**config.mk**
```make
export PLATFORM = sky130hd
export DESIGN_NAME = qpa_accum
export DESIGN_NICKNAME = d
export VERILOG_FILES = /design/src/rtl/core/qpa_pkg.sv /design/src/rtl/core/qpa_accum.sv
export SDC_FILE = /design/constraint.sdc
export NUM_CORES = 2
export LEC_CHECK = 0
export BUFFER_PORTS_ARGS = -buffer_cell sky130_fd_sc_hd__buf_2
export CAP_MARGIN = 20
export CORE_ASPECT_RATIO = 0.8
export CORE_UTILIZATION = 61
export DETAILED_ROUTE_END_ITERATION = 7
export PLACE_DENSITY = 0.85
export SLEW_MARGIN = 20
export SYNTH_ARGS = -nofsm -noshare
export SYNTH_HDL_FRONTEND = slang
export SYNTH_SLANG_ARGS = --single-unit
```
**constraint.sdc**
```tcl
create_clock -name clk -period 16.6 [get_ports clk]
set_input_delay 0 -clock clk [delete_from_list [all_inputs] [get_ports clk]]
set_output_delay 0 -clock clk [all_outputs]
set_load 0.05 [all_outputs]
```
**src/rtl/core/qpa_pkg.sv**
```systemverilog
// Shared constants, types and sign-table helpers for the quaternion product accumulator.
package qpa_pkg;

    localparam int NUM_COMP = 4;

    typedef logic [1:0] comp_idx_t;

    // Valid and end-of-batch flags that move down the pipeline with the data.
    typedef struct packed {
        logic valid;
        logic last;
    } stage_ctl_t;

    // Gradient component paired with activation component i in result k.
    function automatic comp_idx_t pair_idx(input comp_idx_t k, input comp_idx_t i);
        return k ^ i;
    endfunction

    // True where term i of result k enters with a minus sign.
    function automatic logic term_negated(input comp_idx_t k, input comp_idx_t i);
        logic [NUM_COMP-1:0] mask;
        case (k)
            2'd0:    mask = 4'b0000;
            2'd1:    mask = 4'b0110;
            2'd2:    mask = 4'b1100;
            2'd3:    mask = 4'b1010;
            default: mask = 4'b0000;
        endcase
        return mask[i];
    endfunction

endpackage

```
**src/rtl/core/qpa_accum.sv**
```systemverilog
// Signed term reduction, saturating accumulators and the result register.
module qpa_accum #(
    parameter int SAMPLE_BITS = 16,
    parameter int ACC_BITS    = 56
) (
    input  logic                            clk,
    input  logic                            rst_n,
    input  logic                            advance,
    input  qpa_pkg::stage_ctl_t             ctl_in,
    input  logic signed [2*SAMPLE_BITS-1:0] prod [qpa_pkg::NUM_COMP][qpa_pkg::NUM_COMP],
    output logic                            res_valid,
    output logic signed [ACC_BITS-1:0]      res_sum [qpa_pkg::NUM_COMP]
);

    localparam int PW = 2 * SAMPLE_BITS;
    localparam int TW = PW + 2;
    localparam int SW = ((ACC_BITS > TW) ? ACC_BITS : TW) + 1;
    localparam logic signed [ACC_BITS-1:0] ACC_MAX = {1'b0, {(ACC_BITS-1){1'b1}}};
    localparam logic signed [ACC_BITS-1:0] ACC_MIN = {1'b1, {(ACC_BITS-1){1'b0}}};

    qpa_pkg::stage_ctl_t        ctl_reg;
    logic signed [TW-1:0]       term_reg  [qpa_pkg::NUM_COMP];
    logic signed [TW-1:0]       term_next [qpa_pkg::NUM_COMP];
    logic signed [ACC_BITS-1:0] acc_reg   [qpa_pkg::NUM_COMP];
    logic signed [ACC_BITS-1:0] sat_next  [qpa_pkg::NUM_COMP];
    logic signed [ACC_BITS-1:0] res_reg   [qpa_pkg::NUM_COMP];
    logic                       res_valid_reg;

    // Reduce four signed products into one term per result component.
    always_comb
    begin
        for (int k = 0; k < qpa_pkg::NUM_COMP; k++)
        begin
            term_next[k] = '0;
            for (int i = 0; i < qpa_pkg::NUM_COMP; i++)
            begin
                if (qpa_pkg::term_negated(2'(k), 2'(i)))
                    term_next[k] = term_next[k] - {{2{prod[k][i][PW-1]}}, prod[k][i]};
                else
                    term_next[k] = term_next[k] + {{2{prod[k][i][PW-1]}}, prod[k][i]};
            end
        end
    end

    // Exact add, then clamp once to the accumulator range.
    for (genvar k = 0; k < qpa_pkg::NUM_COMP; k++)
    begin : g_sat
        logic signed [SW-1:0]     exact;
        logic [SW-ACC_BITS:0]     upper;

        assign exact = {{(SW-ACC_BITS){acc_reg[k][ACC_BITS-1]}}, acc_reg[k]}
                     + {{(SW-TW){term_reg[k][TW-1]}}, term_reg[k]};
        assign upper = exact[SW-1:ACC_BITS-1];
        assign sat_next[k] = ((upper == '0) || (upper == '1)) ? exact[ACC_BITS-1:0]
                           : (exact[SW-1] ? ACC_MIN : ACC_MAX);
    end

    always_ff @(posedge clk or negedge rst_n)
    begin
        if (!rst_n)
        begin
            ctl_reg       <= '0;
            res_valid_reg <= 1'b0;
            for (int k = 0; k < qpa_pkg::NUM_COMP; k++)
            begin
                acc_reg[k] <= '0;
            end
        end
        else if (advance)
        begin
            ctl_reg       <= ctl_in;
            res_valid_reg <= ctl_reg.valid && ctl_reg.last;
            if (ctl_reg.valid)
            begin
                for (int k = 0; k < qpa_pkg::NUM_COMP; k++)
                begin
                    acc_reg[k] <= ctl_reg.last ? '0 : sat_next[k];
                end
            end
        end
    end

    always_ff @(posedge clk)
    begin
        if (advance)
        begin
            term_reg <= term_next;
            if (ctl_reg.valid && ctl_reg.last)
            begin
                res_reg <= sat_next;
            end
        end
    end

    assign res_valid = res_valid_reg;
    assign res_sum   = res_reg;

endmodule

```
Word level (Yosys, flattened, before mapping)

Index checks and enable logic that the tools add are counted.

Flip-flop bits (word level): 587
Bits in latches: 0
RAM bits: 0
Memory bits (read-only): 0
Input port bits: 517
Output and inout port bits: 225
Word-level logic and storage cells: 58
Memories kept: 0

Add/subtract/negate cells: 16
Multiply operators: 0
Divide/modulo/power cells: 0
$lt $le $gt $ge: 0
Equality and inequality tests: 4
Shift-type cells: 0
Muxes and demuxes: 12
Bitwise gates (word level): 0
Reductions and logical operators: 11

Operator list:

| cell                                 | count |
|---|---|
| 2-to-1 mux 56 bit                    | 12 |
| adder 56 x 34 -> 57 bit              | 4 |
| adder 33 x 32 -> 34 bit              | 2 |
| adder 34 bit                         | 2 |
| subtractor 33 x 32 -> 34 bit         | 2 |
| subtractor 34 bit                    | 2 |
| adder 32 x 32 -> 33 bit              | 2 |
| subtractor 32 x 32 -> 33 bit         | 2 |
| == test 2 bit, second input constant | 4 |
| zero test 2 bit                      | 4 |
| logical OR 1 bit                     | 4 |
| AND reduction 2 bit                  | 2 |
| logical AND 1 bit                    | 1 |

Depth between registers and ports, before layout

Depth after elaboration: 5
Mapped depth: 19
Gate-level depth less buffers: 19

Worst setup path after synthesis

Ideal clock, no wire load.

Path kind: register to register
Start point: register ctl_reg[1] in the netlist's numbering
End point: register acc_reg[76] in the netlist's numbering
Setup time: 0.138 ns
Arrival: 7.329 ns
Data required time: 16.462 ns
Path slack: 9.133 ns
Stages on the path, launching flop included: 5
Buffers on the path: 1
Clock period less this slack: 7.467 ns
Cells stage by stage: dfrtp_1 and3_1 clkbuf_1 o21bai_1 a31oi_1

Word-level cells in the longest chain between the ends: 1

Ends and longest elaborated chain:

| item                           | line            | source |
|---|---|---|
| start: declaration             | qpa_accum.sv:21 | `qpa_pkg::stage_ctl_t ctl_reg;` |
| start signal: assignment       | qpa_accum.sv:71 | `ctl_reg <= ctl_in;` |
| AND reduction 2 bit (no line)  | --              |  |
| end signal: indexed assignment | qpa_accum.sv:77 | `acc_reg[k] <= ctl_reg.last ? '0 : sat_next[k];` |
| end: declaration               | qpa_accum.sv:24 | `logic signed [ACC_BITS-1:0] acc_reg [qpa_pkg::NUM_COMP];` |

Every way passes these cells.
A chain may end at the register's enable or synchronous reset.

Final worst setup path

Start point: register term_reg[102] in the netlist's numbering
End point: register acc_reg[199] in the netlist's numbering

Word-level cells in the longest chain between the ends: 5
Elaborated cells on any way between the ends: 7
Those cells by class: add/sub (1); eq/ne (1); mux (3); reduce/logical (2)

Ends and longest elaborated chain:

| item                                                    | line            | source |
|---|---|---|
| start: declaration                                      | qpa_accum.sv:22 | `logic signed [TW-1:0] term_reg [qpa_pkg::NUM_COMP];` |
| start signal: assignment                                | qpa_accum.sv:87 | `term_reg <= term_next;` |
| adder 56 x 34 -> 57 bit *                               | qpa_accum.sv:52 | `+ {{(SW-TW){term_reg[k][TW-1]}}, term_reg[k]};` |
| == test 2 bit / zero test 2 bit (equally long branches) | qpa_accum.sv:54 | `assign sat_next[k] = ((upper == '0) \|\| (upper == '1)) ? exact[ACC_BITS-1:0]` |
| logical OR 1 bit                                        | qpa_accum.sv:54 |  |
| 2-to-1 mux 56 bit *                                     | qpa_accum.sv:54 |  |
| 2-to-1 mux 56 bit *                                     | qpa_accum.sv:77 |  |

Mark *: on every way between the ends. The rest lies on a longest branch, timed or not.

==> reports/metrics.cfg <==
[yosys]
syn-instance-count=5149
synthesis.nets=6289
netlist_area_sq_um=47700
synth-async-reset-ratio_pct=38.7
synth_warnings=0
synth.distinct_cells=89
synth_seq_area_share_pct=34.6
synth.avg_cell_area_sq_um=9.27
synth_flop_cell=edfxtp_1
synth-edff-count=360
ys_ff_latch=587

[timing]
fmax_mhz=187
max_slew_margin_pct=26.0
final_hold_viol_count=0
period_minus_slack_ns=5.35
drv_slew=0
rsz0062_at_grt=no
fin_crit_sh_pct=32.2
finClkSkew_ns=0.0275
tightest_slew_ns=1.11
setup_ws_ns=11.25
fin_setup_tns_ns=0
setup_violations=0

[setup_path]
crit_slowest_cell=and2_1
path_class=register to register
cp_cell_sequence=ha_1, fa_1, a211oi_1, o21bai_1, o2111ai_1, o21ai_1, a31oi_2, o21ai_1, a31oi_1, xor2_2, buf_4, and2_1, buf_4, nor2_1, o21ai_0
worstSetupStartpointType=register
max_stage_delay_ns=0.64
path_delay_family=compound AO/OA/AOI/OAI gates
arrival_ns=5.89
crit_required_ns=17.14
endpoint_kind=register
cp_max_fo=31
critPathBufInv=2

[floorplanning]
dieWidth_um=315
rows=91
initial_core_util_pct=61.8
dieArea_sq_um=79400
dieHeight_um=252
coreArea_sq_um=77200
ioPinCount=742

[final_layout]
finalNetCount=6935
stdcell_area_sq_um=54400
finish.utilization_pct=70.4
drive_gt1_share_pct=15.8
fillers=5910
area_delta_synth_final_pct=13.9

[route]
num_vias=40800
routed_wl_um=134000
wl_per_cell_um=19.5
vias_per_cell=5.93
ant_nets=0
drc=0
drt_first_pass_iters=6
dr.first_iter.drc_count=3797

[global_routing]
grt_use_total_pct=33.3
grt_pass1_vias=39800
grt-ovfl-total=0
grt_max_degree=175
antenna_found_initial=6
grt_pass1_wl_um=211000

[placed_design]
dpl_cell_area_sq_um=52200
dpl.hpwl_um=102000
pre_cts_slack_ns=11.25
io_buffers=741
gp_congestion=0.985

[cts]
htreeDepth=2
cts_buffers=59
post_cts_resized=0
cts_root_buffer=clkbuf_16
cts_tree=done
clockBufferDepth=3
clk_pin_slew_ns=0.07
cts_sinks=587
clkLatencyLatePin_ns=0.65

[worst_hold_path]
hp-class=input pin to register

[outcome]
outcome=finished, final reports clean

[run]
drv_cap=0

[cell type report]
cell class / count / area [sq um] / area share, %
Clock buffer: 80 / 1680 / 3.09
Antenna cell: 3 / 7.51 / 0.0138
Multi-Input combinational cell: 3740 / 28200 / 51.8
Timing Repair Buffer: 778 / 4060 / 7.47
Tap cell: 1023 / 1280 / 2.35
Sequential cell: 587 / 16500 / 30.3
Inverter: 629 / 2360 / 4.34
Clock inverter: 32 / 324 / 0.596
[cells by family after synthesis]
kind of cell / share of synthesized area (%)
adder cells (fa/ha/maj): 22.5
flip-flops: 34.6
buffers and inverters: 6.66
AND/OR/NAND/NOR: 11.6
multiplexers: 0.0918
XOR/XNOR: 6.07
AO/OA/AOI/OAI: 18.5
[stage by stage]
| step | instances | hold slack, ns |
|---|---|---|
| final | 6872 | 0.0468 |
| after global routing | 6872 | 0.0564 |
| after CTS | 6869 | 0.0197 |
| after detailed placement | 6745 | -0.0816 |
| after global placement | 6745 | -0.0802 |
| after floorplan | 5149 | -0.296 |
[routing by layer]
| layer | vias up | global-route usage [%] | routed length [um] |
|---|---|---|---|
| met5 | - | 0 | 24 |
| met4 | 4 | 13.6 | 5810 |
| met3 | 303 | 4.74 | 10000 |
| met2 | 1747 | 52.6 | 61400 |
| met1 | 19600 | 46.3 | 57000 |
| li1 | 19100 | - | - |
[placed cells by master, fill, tap and decap left out, drive strengths merged, types with 73 or more instances in the layout]
master	synthesis	layout
ha	359	359
clkbuf	143	80
nand3	73	73
dfrtp	227	227
a21oi	428	428
xor2	109	109
edfxtp	360	360
nor2	421	421
xnor2	220	220
buf	50	767
nand2	487	487
inv	629	637
o21bai	73	73
o21ai	410	410
fa	264	264
maj3	96	96
a21o	200	200
[worst min-delay path: cells and delay by family]
kind	cells	cell delay (ns)
adders and majority gates	3	0.48
buffers and inverters	1	0.09
[Yosys cell counts (141+ instances only)]
cell type | count | share of area (%)
inv_1 | 629 | 4.9
a21o_1 | 200 | 3.1
a21oi_1 | 423 | 4.4
dfrtp_1 | 227 | 12
nor2_1 | 419 | 3.3
o21ai_0 | 347 | 3.6
clkbuf_1 | 141 | 1.1
fa_1 | 264 | 11
ha_1 | 359 | 9.4
edfxtp_1 | 360 | 23
xnor2_1 | 220 | 4.0
nand2_1 | 486 | 3.8
[path summary, 6_finish.rpt]
| kind | from | to | slack, ns | depth (start not counted) |
|---|---|---|---|---|
| worst min-delay path | prod[448] | term_reg[103] | 0.05 | 4 |
| worst max register to register | term_reg[102] | acc_reg[199] | 11.25 | 15 |
| worst max-delay path | term_reg[102] | acc_reg[199] | 11.25 | 15 |
| worst min register to register | acc_reg[100] | acc_reg[100] | 0.47 | 2 |
| max in group asynchronous | rst_n | acc_reg[85] | 15.18 | 4 |
| min in group asynchronous | rst_n | acc_reg[198] | 0.49 | 4 |
[timing repair]
action / 4_1_cts / 5_1_grt
endpoints found under the hold margin: 223 / 0
buffers inserted: 0 / 0
hold buffers: 12 / 0
Power is not shown: default switching activity piles up to over one toggle a cycle in this logic, so the estimate is an artifact.
